--- src/rtl/core/assert_macros.svh ---
// assertion macros used by free_region_subtractor.sv
`ifndef ASSERT_MACROS_SVH
`define ASSERT_MACROS_SVH

// clocked check, masked while in reset
`define FRS_ASSERT(lbl, prop, msg) \
  lbl: assert property (@(posedge clk_i) disable iff (!rst_ni) prop) else $error(msg);

// clocked check that also holds in reset
`define FRS_ASSERT_ALWAYS(lbl, prop, msg) \
  lbl: assert property (@(posedge clk_i) prop) else $error(msg);

`endif

--- src/rtl/core/frs_pkg.sv ---
// package for the free region subtractor: sizes, types and codes
`default_nettype none
package frs_pkg;
  localparam int MaxRegions = 16;
  localparam int CntW = $clog2(MaxRegions + 1);
  localparam int AddrW = 64;

  localparam logic [1:0] FuncAppend   = 2'd0;
  localparam logic [1:0] FuncSubtract = 2'd1;
  localparam logic [1:0] FuncReadout  = 2'd2;

  typedef struct packed {
    logic [AddrW-1:0] base;
    logic [AddrW-1:0] size;
    logic [AddrW-1:0] last_addr;
  } entry_t;

  typedef struct packed {
    logic shift;
    logic load;
  } cell_ctl_t;

  typedef struct packed {
    logic   keep;
    logic   split;
    entry_t piece;
    entry_t upper;
  } cut_res_t;

  typedef enum logic [1:0] {
    StIdle,
    StSub,
    StRead
  } state_e;
endpackage
`default_nettype wire

--- src/rtl/core/frs_cell.sv ---
// one cell of the region queue: holds one entry, shifts toward the head
`default_nettype none
module frs_cell (
  input  wire logic               clk_i,
  input  wire frs_pkg::cell_ctl_t ctl_i,
  input  wire frs_pkg::entry_t    nbr_i,
  input  wire frs_pkg::entry_t    new_i,
  output frs_pkg::entry_t         entry_o
);
  frs_pkg::entry_t entry_q, entry_d;

  always_comb begin
    entry_d = entry_q;
    if (ctl_i.load) begin
      entry_d = new_i;
    end else if (ctl_i.shift) begin
      entry_d = nbr_i;
    end
  end

  always_ff @(posedge clk_i) begin
    entry_q <= entry_d;
  end

  assign entry_o = entry_q;
endmodule
`default_nettype wire

--- config.mk ---
export PLATFORM = sky130hd
export DESIGN_NAME = frs_cell
export DESIGN_NICKNAME = d
export VERILOG_FILES = /design/src/rtl/core/assert_macros.svh /design/src/rtl/core/frs_pkg.sv /design/src/rtl/core/frs_cell.sv
export SDC_FILE = /design/constraint.sdc
export NUM_CORES = 1
export LEC_CHECK = 0
export BUFFER_PORTS_ARGS = -buffer_cell sky130_fd_sc_hd__buf_2
export CAP_MARGIN = 10
export CORE_AREA = 2 2 224 226
export CTS_CLUSTER_SIZE = 25
export DETAILED_ROUTE_END_ITERATION = 12
export DIE_AREA = 0 0 226 228
export PLACE_DENSITY_LB_ADDON = 0.2
export SLEW_MARGIN = 20
export SYNTH_ARGS = -nofsm -noshare
export SYNTH_HDL_FRONTEND = slang
export SYNTH_SLANG_ARGS = --single-unit
--- constraint.sdc ---
create_clock -name clk_i -period 11.8 [get_ports clk_i]
set_clock_uncertainty 0.1 [all_clocks]
set_input_delay 2.36 -clock clk_i [delete_from_list [all_inputs] [get_ports clk_i]]
set_output_delay 2.36 -clock clk_i [all_outputs]
set_load 0.1 [all_outputs]
==> out/metrics.csv, run 1 <==
stage,metric,value,unit
global_route,initial antenna violation count,1,
synthesis,Yosys cell types,6,
sta,worst-margin pin slew,0.956,ns
worst_setup_path,WP data required,11.80,ns
worst_setup_path,Worst EP arrival,4.77,ns
cells_and_area,share of cells above drive strength 1,0.806,
worst_setup_path,Critical Path Sink Type,register,
route,Routed WL,25800,um
worst_setup_path,startpoint types,primary input,
pwr,Power Density,179,nW/um^2
synthesis,most frequent cells after synthesis,"edfxtp_1 (192), mux2_2 (192), buf_6 (17)",
die,Rows,82,
route,Via density,3.45,
clock_network,Clock Tree Buf Depth,2,
sta,hold slack,2.07,ns
sta,Tmin final,4.76,ns
die,Initial Utilization,0.165,
global_route,first-pass GRT wire length,36700,um
clock_network,CTS Sinks,192,
clock_network,CTS resizes,0,
cells_and_area,antenna diode count,0,
sta,Fin. Hold Viols,0,
run_status,run status,"complete, no violations",
cells_and_area,Nets,1374,
synthesis,Main synth FF type,edfxtp_1,
sta,TNS Setup,0,ns
job,max-cap check violation count,0,
placed_design,GP Congestion,0.815,
clock_network,H-tree depth,4,
route,total number of vias,5769,
synthesis,async set-or-reset flop fraction in the synthesized netlist,0,
synthesis,syn nets,793,
cells_and_area,Post-Layout Cell Count,1672,
clock_network,cts bufs inserted,17,
clock_network,TritonCTS clock tree,built,
route,WL/cell,15.4,um
sta,relative slew slack,0.363,
global_route,vias in the first global route,6135,
global_route,Overflow after GRT,0,
synthesis,dominant cells by area after synthesis,"edfxtp_1 (71%), mux2_2 (27%), buf_6 (2.3%), buf_4 (0.18%), buf_2 (0.12%)",
synthesis,Yosys top cell by area,edfxtp_1,
worst_setup_path,Worst Path Buf+Inv,3,
worst_setup_path,WS Path Type,primary input to register,
global_route,largest net degree at the start of global routing,69,
synthesis,sequential cell area fraction in the yosys report,0.707,
synthesis,mean post-synth cell area,20.1,sq um
worst_setup_path,Top Family by Delay on Critical Path,buffers and inverters,
die,Die Wd,226,um
sta,RSZ-0062 raised after global routing,false,
sta,final setup violation count,0,
synthesis,synthesized area,8150,sq um
clock_network,clock slew at reported path FFs,0.08,ns
hold_path,Hold Path Class,primary input to register,
clock_network,Post-CTS Hold Buffers,0,
placed_design,DPL Wire Length,19900,um
sta,"Period Utilization, post-route",0.404,
pwr,worst vdd ir,0.0777,mV
global_route,GRT Total Usage,0.0994,
die,DIE HEIGHT,228,um
synthesis,Ys Warns,0,
synthesis,"FF+latch count, synth",192,
synthesis,area share of the largest cell type after synthesis,0.707,
pwr,static leakage,5.28,nW
route,antenna-violating nets left,0,
clock_network,Post-CTS Setup Inserts,0,
clock_network,Root Driver,clkbuf_16,
cells_and_area,max reg flops,192,
worst_setup_path,crit-path max cell delay,0.77,ns
route,first drt pass iteration count,4,
placed_design,Inst Count DP,1640,
placed_design,IO buf count,578,
worst_setup_path,Crit Path Max Fanout,68,
die,die area,51500,sq um
synthesis,Mapped Cells,406,
worst_setup_path,crit-path cells,clkbuf_8 > or2_4 > buf_4 > buf_4,
sta,Fmax achieved,0.210,GHz
die,total core area,49300,sq um
worst_setup_path,Most common cell on crit path,buf_4,
sta,Final Max Slew Viols,0,
worst_setup_path,Crit-path slowest cell,buf_4,
route,DRC,0,
die,# IOs,579,
cells_and_area,Area Overhead vs Synth,50.4,%
route,DRT iter0 DRCs,140,
synthesis,number of synthesized flops with an enable pin,192,
worst paths after layout:
kind,startpoint,cells after the start,to,slack (ns)
worst max-delay path,ctl_i[0],4,entry_o[36],7.04
worst min-delay path,new_i[56],2,entry_o[56],2.07
placed cells by master, fill, tap and decap left out, drive strengths merged:
cell type  netlist  layout
inv              0       3
clkinv           0       6
edfxtp         192     192
or2              1       1
mux2           192     192
bufinv           0       1
clkbuf           0      20
buf             21     582
clkinvlp         0       3
power by group:
part           internal [mW]  leakage (nW)  total (mW)  switching [mW]
Clock                  0.290         0.264       0.566           0.276
Sequential             0.837          1.96       0.855          0.0176
Combinational          0.139          3.06       0.777           0.638
through the flow:
stage	cell area [sq um]	setup WS, ns	utilization	power, mW
after floorplan	8150	6.21	-	1.50
after global placement	11700	6.49	0.237	1.66
after detailed placement	11700	6.48	0.237	1.65
after CTS	12300	7.03	0.248	2.24
after global routing	12300	6.81	0.248	2.28
final	12300	7.04	0.248	2.20
layout make-up:
class                   instances  area (sq um)
fillers                      5212         37100
clock inverters                13           113
flip-flops and latches        192          5770
repair buffers                583          2940
multi-input cells             193          2170
clock buffers                  19           433
well taps                     672           841
per-layer routing:
layer,GRT usage,vias to the layer above,part of all wire
met1,0.102,2686,0.37
li1,-,2773,-
met4,0.0466,2,0.020
met3,0.0398,28,0.088
met5,0,-,0.00031
met2,0.175,280,0.52
logic make-up (layout without fill, tap and decap cells):
family,after synthesis,count (layout),synth area share
mux,192,192,0.265
simple gates,1,1,0.000768
buf+inv,21,615,0.0266
flops,192,192,0.707
Power figures use the tool's default switching activity.
==> run 2, diff against run 1 <==
clock period = 4.31 ns   (was 11.8 ns; I/O delays follow)
==> out/metrics.csv, run 2 (synthesis results as in run 1) <==
stage,metric,value,unit
run_status,run status,"complete, no violations",
placed_design,DPL Wire Length,20700,um
sta,Fmax achieved,0.441,GHz
route,first drt pass iteration count,4,
die,Rows,82,
pwr,Power Density,496,nW/um^2
worst_setup_path,crit-path cells,buf_2,
sta,TNS Setup,0,ns
clock_network,TritonCTS clock tree,built,
worst_setup_path,Crit-path slowest cell,buf_2,
route,DRC,0,
sta,RSZ-0062 raised after global routing,false,
worst_setup_path,Worst EP arrival,1.30,ns
global_route,largest net degree at the start of global routing,106,
die,# IOs,579,
die,Initial Utilization,0.165,
worst_setup_path,WS Path Type,register to output pin,
global_route,initial antenna violation count,2,
worst_setup_path,crit-path max cell delay,0.45,ns
die,die area,51500,sq um
cells_and_area,Post-Layout Inst Area,12400,sq um
global_route,first-pass GRT wire length,38000,um
route,antenna-violating nets left,0,
route,DRT iter0 DRCs,178,
die,total core area,49300,sq um
placed_design,GP Congestion,0.797,
global_route,vias in the first global route,6157,
pwr,worst vdd ir,0.202,mV
sta,Fin. Hold Viols,0,
pwr,static leakage,5.34,nW
route,Via density,3.51,
worst_setup_path,Top Family by Delay on Critical Path,buffers and inverters,
sta,Final Max Slew Viols,0,
hold_path,Hold Path Class,primary input to register,
worst_setup_path,Worst Path Buf+Inv,1,
job,max-cap check violation count,0,
cells_and_area,Multi-input gate area,2170,sq um
die,Die Wd,226,um
cells_and_area,max reg flops,192,
clock_network,Root Driver,clkbuf_16,
sta,relative slew slack,0.485,
placed_design,placed inst area,11800,sq um
cells_and_area,"commonest non-fill, non-tap cell in the layout",buf_2,
worst_setup_path,Crit Path Max Fanout,1,
sta,hold slack,0.568,ns
global_route,GRT Total Usage,0.102,
sta,Tmin final,2.27,ns
cells_and_area,share of cells above drive strength 1,0.805,
clock_network,Post-CTS Hold Buffers,0,
die,DIE HEIGHT,228,um
placed_design,IO buf count,578,
worst_setup_path,Critical Path Sink Type,output pin,
cells_and_area,fillcell total,5220,
clock_network,Post-CTS Setup Inserts,0,
clock_network,Clock Tree Buf Depth,2,
worst_setup_path,Critical Path Stages,1,
cells_and_area,"commonest non-fill, non-tap cells in the layout","buf_2 (577), mux2_2 (192), edfxtp_1 (192)",
sta,final setup violation count,0,
clock_network,H-tree depth,4,
cells_and_area,Area Overhead vs Synth,52.1,%
clock_network,cts bufs inserted,17,
global_route,Overflow after GRT,0,
sta,"Period Utilization, post-route",0.526,
clock_network,CTS resizes,0,
clock_network,CTS Sinks,192,
sta,worst-margin pin slew,0.773,ns
cells_and_area,Reg area,5770,sq um
route,WL/cell,15.9,um
worst_setup_path,startpoint types,register,
cells_and_area,Nets,1380,
hold_path,Hold Crit Depth,2,
worst_setup_path,WP data required,3.35,ns
route,total number of vias,5895,
route,Routed WL,26600,um
clock_network,clock slew at reported path FFs,0.08,ns
-- run 2: cell types whose count changed in the layout (fill, tap and decap cells not counted), moves of 2 or more --
cell        before  now
bufinv_16        1    3
buf_12           0    3
clkinvlp_4       3    1
clkinv_2         5    2
buf_4            5    8
-- run 2: power breakdown --
part	switching [mW]	internal [mW]
registers	0.0508	2.29
clock network	0.755	0.916
logic	1.74	0.388
-- run 2: worst paths after layout --
kind | startpoint | end | slack (ns)
setup / recovery | entry_o[151] | entry_o[151] | 2.04
hold / removal | new_i[134] | entry_o[134] | 0.57
-- run 2: cell type report --
| class | instances | share of cell area |
|---|---|---|
| antenna | 1 | 0.000202 |
| clock buffer | 20 | 0.0352 |
| clock inverter | 12 | 0.0125 |
| multi-input combinational | 193 | 0.175 |
| sequential | 192 | 0.465 |
| tap | 672 | 0.0678 |
| timing repair buffer | 589 | 0.244 |
-- run 2: routing by layer --
layer,global-route usage,vias up,wire length (um)
met4,0.0472,2,486
li1,-,2788,-
met1,0.107,2790,9940
met3,0.0434,28,2580
met2,0.175,287,13600
met5,0,-,13
-- run 2: through the flow --
step                      setup WS [ns]  cells  utilization  total power [mW]
after floorplan                   0.214    406            -              4.11
after global placement             1.56   1646        0.239              4.53
after detailed placement           1.55   1646        0.239              4.53
after CTS                          1.95   1678        0.251              6.26
after global routing               1.97   1679        0.251              6.38
final                              2.04   1679        0.251              6.14
