--- src/rtl/core/assert_macros.svh ---
// assertion macros used by free_region_subtractor.sv
`ifndef ASSERT_MACROS_SVH
`define ASSERT_MACROS_SVH

// clocked check, masked while in reset
`define FRS_ASSERT(lbl, prop, msg) \
  lbl: assert property (@(posedge clk_i) disable iff (!rst_ni) prop) else $error(msg);

// clocked check that also holds in reset
`define FRS_ASSERT_ALWAYS(lbl, prop, msg) \
  lbl: assert property (@(posedge clk_i) prop) else $error(msg);

`endif

--- src/rtl/core/frs_pkg.sv ---
// package for the free region subtractor: sizes, types and codes
`default_nettype none
package frs_pkg;
  localparam int MaxRegions = 16;
  localparam int CntW = $clog2(MaxRegions + 1);
  localparam int AddrW = 64;

  localparam logic [1:0] FuncAppend   = 2'd0;
  localparam logic [1:0] FuncSubtract = 2'd1;
  localparam logic [1:0] FuncReadout  = 2'd2;

  typedef struct packed {
    logic [AddrW-1:0] base;
    logic [AddrW-1:0] size;
    logic [AddrW-1:0] last_addr;
  } entry_t;

  typedef struct packed {
    logic shift;
    logic load;
  } cell_ctl_t;

  typedef struct packed {
    logic   keep;
    logic   split;
    entry_t piece;
    entry_t upper;
  } cut_res_t;

  typedef enum logic [1:0] {
    StIdle,
    StSub,
    StRead
  } state_e;
endpackage
`default_nettype wire

--- src/rtl/core/frs_cut.sv ---
// cuts a reserved range out of the head region
`default_nettype none
module frs_cut (
  input  wire frs_pkg::entry_t             head_i,
  input  wire logic [frs_pkg::AddrW-1:0]   rsv_base_i,
  input  wire logic [frs_pkg::AddrW-1:0]   rsv_end_i,
  output frs_pkg::cut_res_t                res_o
);
  logic [frs_pkg::AddrW-1:0] gb, ge;
  logic no_ovl, at_front, at_back;

  always_comb begin
    gb = head_i.base;
    ge = head_i.last_addr;
    no_ovl   = (ge <= rsv_base_i) || (rsv_end_i <= gb);
    at_front = rsv_base_i <= gb;
    at_back  = rsv_end_i >= ge;
    res_o.keep  = 1'b1;
    res_o.split = 1'b0;
    res_o.piece = head_i;
    res_o.upper.base      = rsv_end_i;
    res_o.upper.size      = ge - rsv_end_i;
    res_o.upper.last_addr = ge;
    if (no_ovl) begin
      res_o.piece = head_i;
    end else if (at_front && at_back) begin
      res_o.keep = 1'b0;
    end else if (at_front) begin
      res_o.piece = res_o.upper;
    end else begin
      res_o.piece.base      = gb;
      res_o.piece.size      = rsv_base_i - gb;
      res_o.piece.last_addr = rsv_base_i;
      res_o.split           = !at_back;
    end
  end
endmodule
`default_nettype wire

--- config.mk ---
export PLATFORM = sky130hd
export DESIGN_NAME = frs_cut
export DESIGN_NICKNAME = d
export VERILOG_FILES = /design/src/rtl/core/assert_macros.svh /design/src/rtl/core/frs_pkg.sv /design/src/rtl/core/frs_cut.sv
export SDC_FILE = /design/constraint.sdc
export NUM_CORES = 1
export LEC_CHECK = 0
export ABC_AREA = 0
export BUFFER_PORTS_ARGS = -buffer_cell sky130_fd_sc_hd__buf_2
export CAP_MARGIN = 20
export CORE_AREA = 2 2 273 275
export DETAILED_ROUTE_END_ITERATION = 10
export DIE_AREA = 0 0 275 277
export PLACE_DENSITY_LB_ADDON = 0.1
export SLEW_MARGIN = 15
export SYNTH_ARGS = -nofsm -noshare
export SYNTH_HDL_FRONTEND = slang
export SYNTH_SLANG_ARGS = --single-unit
--- constraint.sdc ---
create_clock -name vclk -period 4.9
set_clock_uncertainty 0.15 [all_clocks]
set_input_delay 0.735 -clock vclk [all_inputs]
set_output_delay 0.735 -clock vclk [all_outputs]
set_load 0.01 [all_outputs]
==> impl_metrics.toml, run 1 <==
[outcome]
status = "finished, violations left"
violations = "negative setup slack"

[synth]
synth_largest_area_cell = "ha_1"
synth_top_cells_by_area = "ha_1 21%, a21oi_1 9.3%, o21ai_0 7.5%, nand2_1 7.4%, buf_4 6.4%"
yosys_warnings = 0
syn_nets = 2953
post_synth_instance_area_um2 = 14900
netlist_instances = 2375
yosysSeqAreaShare = 0
synthTopCellsByCount = "293 x nand2_1, 278 x a21oi_1, 256 x ha_1, 245 x inv_1, 223 x o21ai_0"
yosysTopAreaCellShare = 0.215
ys_types = 78
yosysMostFrequentCell = "nand2_1"
synth_area_per_cell_um2 = 6.28

[worst_setup_path]
worstPathRequired_ns = 4.01
cp-end-kind = "primary output"
worstSetupPathType = "input pin to primary output"
crit_arrival_ns = 4.02
start_kind = "input pin"
critPathMaxFanout = 4

[power_and_ir_drop]
ir_worst_vdd_uv = 68.8
power.density_nw_per_um2 = 157
leakagePower_uw = 0.0124

[detailed_routing]
drc_errors = 0
wl_mm = 98.4
vias = 21400
via_per_inst = 4.90
firstDrtPassIters = 8
drtIter0Drc = 1132
post_drt_wl_per_cell_um = 22.6
route.antenna.remaining_nets = 0

[floorplanning]
core_area_um2 = 73600
die_w_um = 275
initial_core_util = 0.203
io_pins = 706
row_count = 100
die_area_um2 = 76200
die_y_um = 277

[layout]
n_sequential_cell = 0
drive_gt1_frac = 0.443
ff_latch_area_um2 = 0
num-clock-buffers = 0
fillers = 8249
syn_to_final_growth_pct = 66.0
fin_area_um2 = 24800
nNetsFinal = 3968
post-route-util = 0.337

[worst_hold_path]
holdCritStartpoint = "head_i[0]"
hold_path_depth = 2
hp-class = "input pin to primary output"
hold_end = "res_o[0]"

[timing]
hold_viol = 0
fin_ws_ns = -0.00875
rsz0062_at_grt = "true"
finalSetupViolCount = 2
slew_headroom = 0.551
fmax_ghz = 0.204
slew_violations = 0
min_period_over_period = 1.00
period_minus_slack_ns = 4.91
tightest_slew_ns = 0.666

[grt]
antenna_found_initial = 6
overflow = 0
track_usage = 0.235
grt_pass1_vias = 21100
grt_pass1_wl_mm = 136
grt_start_max_net_pins = 46

[place]
numPortBuffers = 706
finalWeightedCongestion = 0.914
detailed_place_hpwl_mm = 83.5
place_area_um2 = 22000

[flow_run]
drv_cap = 0
[metrics by stage]
step	instances	hold WS (ns)	TNS, ns	worst slack (ns)	power, uW
2_1_floorplan	2375	1.41	0	0.360	1680
3_3_place_gp	4295	1.53	-34.55	-0.602	3420
3_5_place_dp	4295	1.53	-38.73	-0.660	3420
4_1_cts	4327	1.53	0	0.00136	3580
5_1_grt	4358	1.52	-0.799	-0.0957	4180
6_report	4359	1.51	-0.0129	-0.00875	3890
[critical path, stage by stage]
cell	delay (ns)
buf_2	0.14
inv_1	0.11
ha_4	0.30
nand4_1	0.13
or4_4	0.46
or4_4	0.58
nor3_4	0.22
a31oi_1	0.06
o21ba_4	0.27
buf_6	0.11
a21oi_4	0.08
buf_12	0.15
buf_12	0.14
buf_6	0.12
o221a_4	0.28
buf_6	0.12
[cell families after synthesis]
| group | share of synthesized area |
|---|---|
| AOI/OAI and AO/OA | 0.310 |
| xor gates and xnor gates | 0.0681 |
| adders and majority gates | 0.217 |
| buffers and inverters | 0.161 |
| muxes | 0.0269 |
| and+or+nand+nor | 0.217 |
[power breakdown]
| part | internal (uW) | switching [uW] | leakage (uW) |
|---|---|---|---|
| sequential | 0 | 0 | 0 |
| clock | 0.0000547 | 0 | 0.0000000127 |
| combinational | 1720 | 2170 | 0.0124 |
[placed cells by master, fill, tap and decap left out, types with 28 or more instances in the layout]
master and n:
buf_6 36, o21ai_0 182, a21oi_1 245, nand3_1 30, nand2_1 287, buf_4 495
inv_1 231, nor2_1 137, a21oi_2 28, o21ai_1 49, a21o_1 39, mux2i_1 30
o21bai_1 34, xnor2_1 75, nand4_1 86, ha_1 219, buf_2 675, ha_4 33
xor2_1 37
[worst max-delay path by stage]
stage / slack (ns) / endpoint / start
global placement: -0.60 / res_o[318] / head_i[128]
detailed placement: -0.66 / res_o[318] / head_i[128]
finish: -0.009 / res_o[310] / rsv_end_i[26]
global route: -0.1 / res_o[315] / head_i[14]
floorplan: 0.36 / res_o[316] / head_i[0]
CTS: 0.001 / res_o[277] / head_i[145]
[per-layer routing]
metal  up-vias  GRT usage  wire (um)  part of all wire
met4         2     0.0298       1560             0.016
met2       668      0.417      47600              0.48
met5         -          0         10           0.00010
met3        57     0.0122       3850             0.039
met1     10300      0.319      45500              0.46
li1      10300          -          -                 -
[final cells by class]
type,count,area (um2),share of cell area
antenna,2,5.00,0.000202
inverter,246,941,0.0380
multi-input combinational,1888,14100,0.570
tap,969,1210,0.0489
timing repair buffer,1254,8480,0.342
[repair_timing]
item                       4_1_cts  5_1_grt
cloned                           5       12
setup endpoints to repair      190      135
gates resized for setup        142      301
hold buffers                     0        0
pin swaps                       38       60
buffers inserted                29       32
No activity file was read; power rests on OpenSTA's default activity.
==> run 2, diff against run 1 <==
Settings changed: ABC_AREA 0 to 1, BUFFER_PORTS_ARGS -buffer_cell sky130_fd_sc_hd__buf_2 to not set, CORE_AREA 2 2 273 275 to 2 2 271 273, DIE_AREA 0 0 275 277 to 0 0 273 275, DONT_BUFFER_PORTS set to 1.
==> run 2 against run 1 <==
The flow now finishes without violations. Combinational power is 21% lower. Global-route usage increased by 4.9 points. Final cell count is 12% higher. Utilization shrank 4.5 points. Worst hold slack got worse by 0.19 ns. First-iteration DRC count increased by 70%. Final area fell by 15%. Critical path depth grew 2. Routed wire length grew 14%. Critical endpoint is now res_o[367].
==> impl_metrics.toml, run 2 <==
[outcome]
status = "finished, final reports clean"

[synth]
synth_top_cells_by_area = "nand2_1 31%, ha_1 17%, inv_1 15%, nor2_1 5.9%, buf_4 5.6%"
yosysMostFrequentCell = "nand2_1"
synth_largest_area_cell = "nand2_1"
ys_types = 43
synthTopCellsByCount = "1528 x nand2_1, 743 x inv_1, 296 x nor2_1, 256 x ha_1, 187 x a21oi_1"
synth_area_per_cell_um2 = 4.94
yosysSeqAreaShare = 0
netlist_instances = 3798
yosys_warnings = 0
yosysTopAreaCellShare = 0.306
post_synth_instance_area_um2 = 18800
syn_nets = 4376

[place]
dp_worst_setup_slack_ns = 0.0562
detailed_place_hpwl_mm = 102
numPortBuffers = 0
finalWeightedCongestion = 0.997

[power_and_ir_drop]
clkPwrFrac = 0
power.density_nw_per_um2 = 147
p_int_uw = 995
leakagePower_uw = 0.0133
power_frac_comb = 1.000
switching_power_uw = 2100
seqPwrFrac = 0
p_sw_frac = 0.678
ir_worst_vdd_uv = 41.8
power_uw = 3090

[timing]
period_minus_slack_ns = 4.70
slew_headroom = 0.428
fin_ws_ns = 0.204
finalSetupViolCount = 0
min_period_over_period = 0.958
hold_ws_ns = 1.32
fmax_ghz = 0.213
rsz0062_at_grt = "false"
hold_viol = 0
tightest_slew_ns = 0.852
slew_violations = 0
tns_ns = 0

[grt]
grt_util_met1 = 0.375
met2_usage = 0.496
track_usage = 0.284
antenna_found_initial = 4
overflow = 0
grt_pass1_vias = 22200
grt_start_max_net_pins = 65
top_usage_layer = "met2"
gr-usage-met3 = 0.0300
grt_pass1_wl_mm = 155

[floorplanning]
row_count = 99
initial_core_util = 0.259
core_area_um2 = 72300
die_area_um2 = 75100
die_y_um = 275
die_w_um = 273
io_pins = 706

[worst_setup_path]
worstSetupPathType = "input pin to primary output"
path_cells = "inv_1 -> ha_1 -> nand2_1 -> nor2_1 -> nand2_1 -> inv_1 -> nand2_1 -> nor2_1 -> buf_4 -> nand4_1 -> nand2_4 -> buf_12 -> inv_2 -> nor2_1 -> nand2_4 -> buf_12 -> o21ai_1 -> buf_4"
max_stage_delay_ns = 0.40
cp_slowest_cell = "ha_1"
critPathMaxFanout = 62
crit_arrival_ns = 3.81
cp-startpoint = "head_i[181]"
cp-end-kind = "primary output"
start_kind = "input pin"
worstPathRequired_ns = 4.01

[layout]
ff_latch_area_um2 = 0
final_cell_mix = "1527 x nand2_1, 743 x inv_1, 297 x buf_4, 296 x nor2_1, 256 x ha_1"
post-route-util = 0.291
final_common_cell = "nand2_1"
num-clock-buffers = 0
drive_gt1_frac = 0.0890
nNetsFinal = 4503
syn_to_final_growth_pct = 12.3
n_sequential_cell = 0
diodes = 0

[detailed_routing]
post_drt_wl_per_cell_um = 23.0
via_per_inst = 4.75
vias = 23200
firstDrtPassIters = 6
drtIter0Drc = 1930
wl_mm = 112
drc_errors = 0
route.antenna.remaining_nets = 0

[flow_run]
drv_cap = 0

[clock_tree]
post_cts_buffers = 0

[worst_hold_path]
hp-class = "input pin to primary output"
holdCritStartpoint = "rsv_end_i[20]"
hold_end = "res_o[148]"
hold_path_depth = 0
==> run 2: logic make-up after synthesis <==
kind of cell / share of synthesized area
xor gates and xnor gates: 0.0294
adders and majority gates: 0.173
and+or+nand+nor: 0.456
AOI/OAI and AO/OA: 0.120
buffers and inverters: 0.222
==> run 2: worst max path at each step <==
stage	slack, ns	to
3_3_place_gp	0.08	res_o[376]
3_5_place_dp	0.06	res_o[302]
4_1_cts	0.03	res_o[302]
6_report	0.20	res_o[367]
2_1_floorplan	1.14	res_o[320]
5_1_grt	0.003	res_o[352]
==> run 2: power by group through the flow <==
stage                     logic (uW)  registers, uW  clock network (uW)
after CTS                       3080              0                   0
final                           3090              0                   0
after global routing            3380              0                   0
after floorplan                 1870              0                   0
after global placement          3070              0                   0
after detailed placement        3060              0                   0
==> run 2: final cells by class <==
cell class / count / area (um2)
inverter: 751 / 2820
timing repair buffer: 306 / 2400
fill: 8848 / 51300
multi-input combinational: 2866 / 14600
tap: 959 / 1200
==> run 2: worst max-delay path: cells and delay by family <==
family / cells / cell delay (ns)
AND/OR/NAND/NOR: 9 / 1.33
buffers and inverters: 7 / 1.00
adder cells (fa/ha/maj): 1 / 0.40
AO/OA/AOI/OAI: 1 / 0.25
==> run 2: through the flow <==
step | cells | area, um2
floorplan | 3798 | 18800
global placement | 4881 | 21000
detailed placement | 4881 | 21000
CTS | 4881 | 21000
global route | 4882 | 21100
finish | 4882 | 21100
==> run 2: routing by layer <==
metal / wire (um) / vias to the layer above
li1: - / 11800
met2: 52600 / 862
met3: 7230 / 116
met1: 49400 / 10400
met4: 2940 / 6
met5: 53 / -
==> run 2: timing repair <==
item | CTS | global route
gates resized for setup | 0 | 8
endpoints found under the hold margin | 0 | 0
setup endpoints to repair | 0 | 6
hold buffers | 0 | 0
==> run 3, diff against run 2 <==
Settings changed: REMOVE_ABC_BUFFERS set to 1.
==> run 3 against run 2 <==
Final area fell by 2.9%. Global-route usage rose by 1.9 points. Total power shrank 0.81%. Critical path depth is 2 higher. Largest cell class unchanged. Largest power group unchanged. Combinational power about the same. Final cell count decreased by 1.6%. Worst hold slack is the same. First-iteration DRC count decreased by 0.36%. Via count grew 1.5%.
==> impl_metrics.toml, run 3 (same netlist as run 2, synthesis figures left out) <==
[layout]
num-clock-buffers = 0
ff_latch_area_um2 = 0
multi_input_area_um2 = 14600
final_cell_mix = "1527 x nand2_1, 743 x inv_1, 296 x nor2_1, 256 x ha_1, 213 x buf_4"
drive_gt1_frac = 0.0680
fillers = 8826
final_common_cell = "nand2_1"
fin_area_um2 = 20500
nNetsFinal = 4421
n_sequential_cell = 0
layoutNonFillerInstCount = 4803
syn_to_final_growth_pct = 9.10

[power_and_ir_drop]
leakagePower_uw = 0.0129
power_uw = 3070
power.density_nw_per_um2 = 150
clkPwrFrac = 0
seqPwrFrac = 0
p_sw_frac = 0.691
p_int_uw = 949
ir_worst_vdd_uv = 63.4
switching_power_uw = 2120
power_frac_comb = 1.000

[floorplanning]
die_area_um2 = 75100
io_pins = 706
die_w_um = 273
row_count = 99
die_y_um = 275
core_area_um2 = 72300
initial_core_util = 0.259

[timing]
slew_headroom = 0.505
min_period_over_period = 0.953
fmax_ghz = 0.214
period_minus_slack_ns = 4.67
fin_ws_ns = 0.232
hold_viol = 0
tightest_slew_ns = 0.736
rsz0062_at_grt = "false"
finalSetupViolCount = 0
slew_violations = 0
tns_ns = 0

[detailed_routing]
wl_mm = 120
route.antenna.remaining_nets = 0
vias = 23500
via_per_inst = 4.89
drtIter0Drc = 1923
drc_errors = 0
firstDrtPassIters = 5
post_drt_wl_per_cell_um = 25.0

[grt]
overflow = 0
antenna_found_initial = 5
grt_start_max_net_pins = 75
grt_pass1_wl_mm = 164
grt_pass1_vias = 22500
track_usage = 0.303

[worst_setup_path]
cp-end-kind = "primary output"
crit_arrival_ns = 3.78
worstPathRequired_ns = 4.01
worstSetupPathType = "input pin to primary output"
critPathMaxFanout = 64
start_kind = "input pin"

[place]
dp.cells = 4800
dp_worst_setup_slack_ns = 0.288
detailed_place_hpwl_mm = 109
place_area_um2 = 20500
finalWeightedCongestion = 1.01
numPortBuffers = 0

[clock_tree]
post_cts_buffers = 0
post_cts_resized = 0
holdBufCountCts = 0

[flow_run]
drv_cap = 0

[worst_hold_path]
hp-class = "input pin to primary output"

[outcome]
status = "finished, final reports clean"
==> run 3: cell count changes in the layout (fill, tap and decap cells not counted), moves of 3 or more <==
cell / before / now
o21ai_1: 62 / 67
buf_4: 297 / 213
diode_2: 0 / 3
buf_12: 8 / 11
o21ai_2: 5 / 0
==> run 3: critical path: stages <==
cell     delay [ns]
inv_1          0.05
ha_1           0.23
fa_1           0.43
inv_1          0.10
nand2_1        0.05
nand2_1        0.11
nand3_1        0.11
nand2_2        0.16
nand2_1        0.07
nand2_1        0.12
nand2_1        0.08
nand2_2        0.12
nand2_1        0.06
nand2_1        0.08
nand2_2        0.14
nor2_1         0.22
nand2_4        0.10
buf_12         0.18
o21ai_1        0.35
buf_4          0.19
==> run 3: layout make-up <==
| type | count | share of cell area |
|---|---|---|
| Multi-Input combinational cell | 2866 | 0.714 |
| Inverter | 751 | 0.138 |
| Timing Repair Buffer | 224 | 0.0889 |
| Tap cell | 959 | 0.0586 |
| Antenna cell | 3 | 0.000367 |
==> run 3: final timing paths <==
| kind | startpoint | endpoint | slack, ns | depth (start not counted) |
|---|---|---|---|---|
| worst max-delay path | head_i[0] | res_o[340] | 0.23 | 20 |
| worst min-delay path | rsv_end_i[18] | res_o[146] | 1.32 | 0 |
==> run 3: power by group through the flow <==
stage	sequential [uW]	clock, uW	combinational [uW]
final	0	0.0000824	3070
after global routing	0	0.0000547	3320
after CTS	0	0	3040
after detailed placement	0	0	3030
after global placement	0	0	3040
after floorplan	0	0	1720
==> run 3: through the flow <==
stage	hold slack, ns	utilization
6_report	1.32	0.283
5_1_grt	1.32	0.283
4_1_cts	1.32	0.283
3_5_place_dp	1.32	0.283
3_3_place_gp	1.32	0.283
2_1_floorplan	1.32	-
==> run 3: per-layer routing <==
metal	wire length, um	part of all wire	GRT usage
met5	42	0.00035	0
met1	50900	0.42	0.384
met4	3160	0.026	0.0686
met2	55700	0.46	0.525
met3	10200	0.085	0.0643
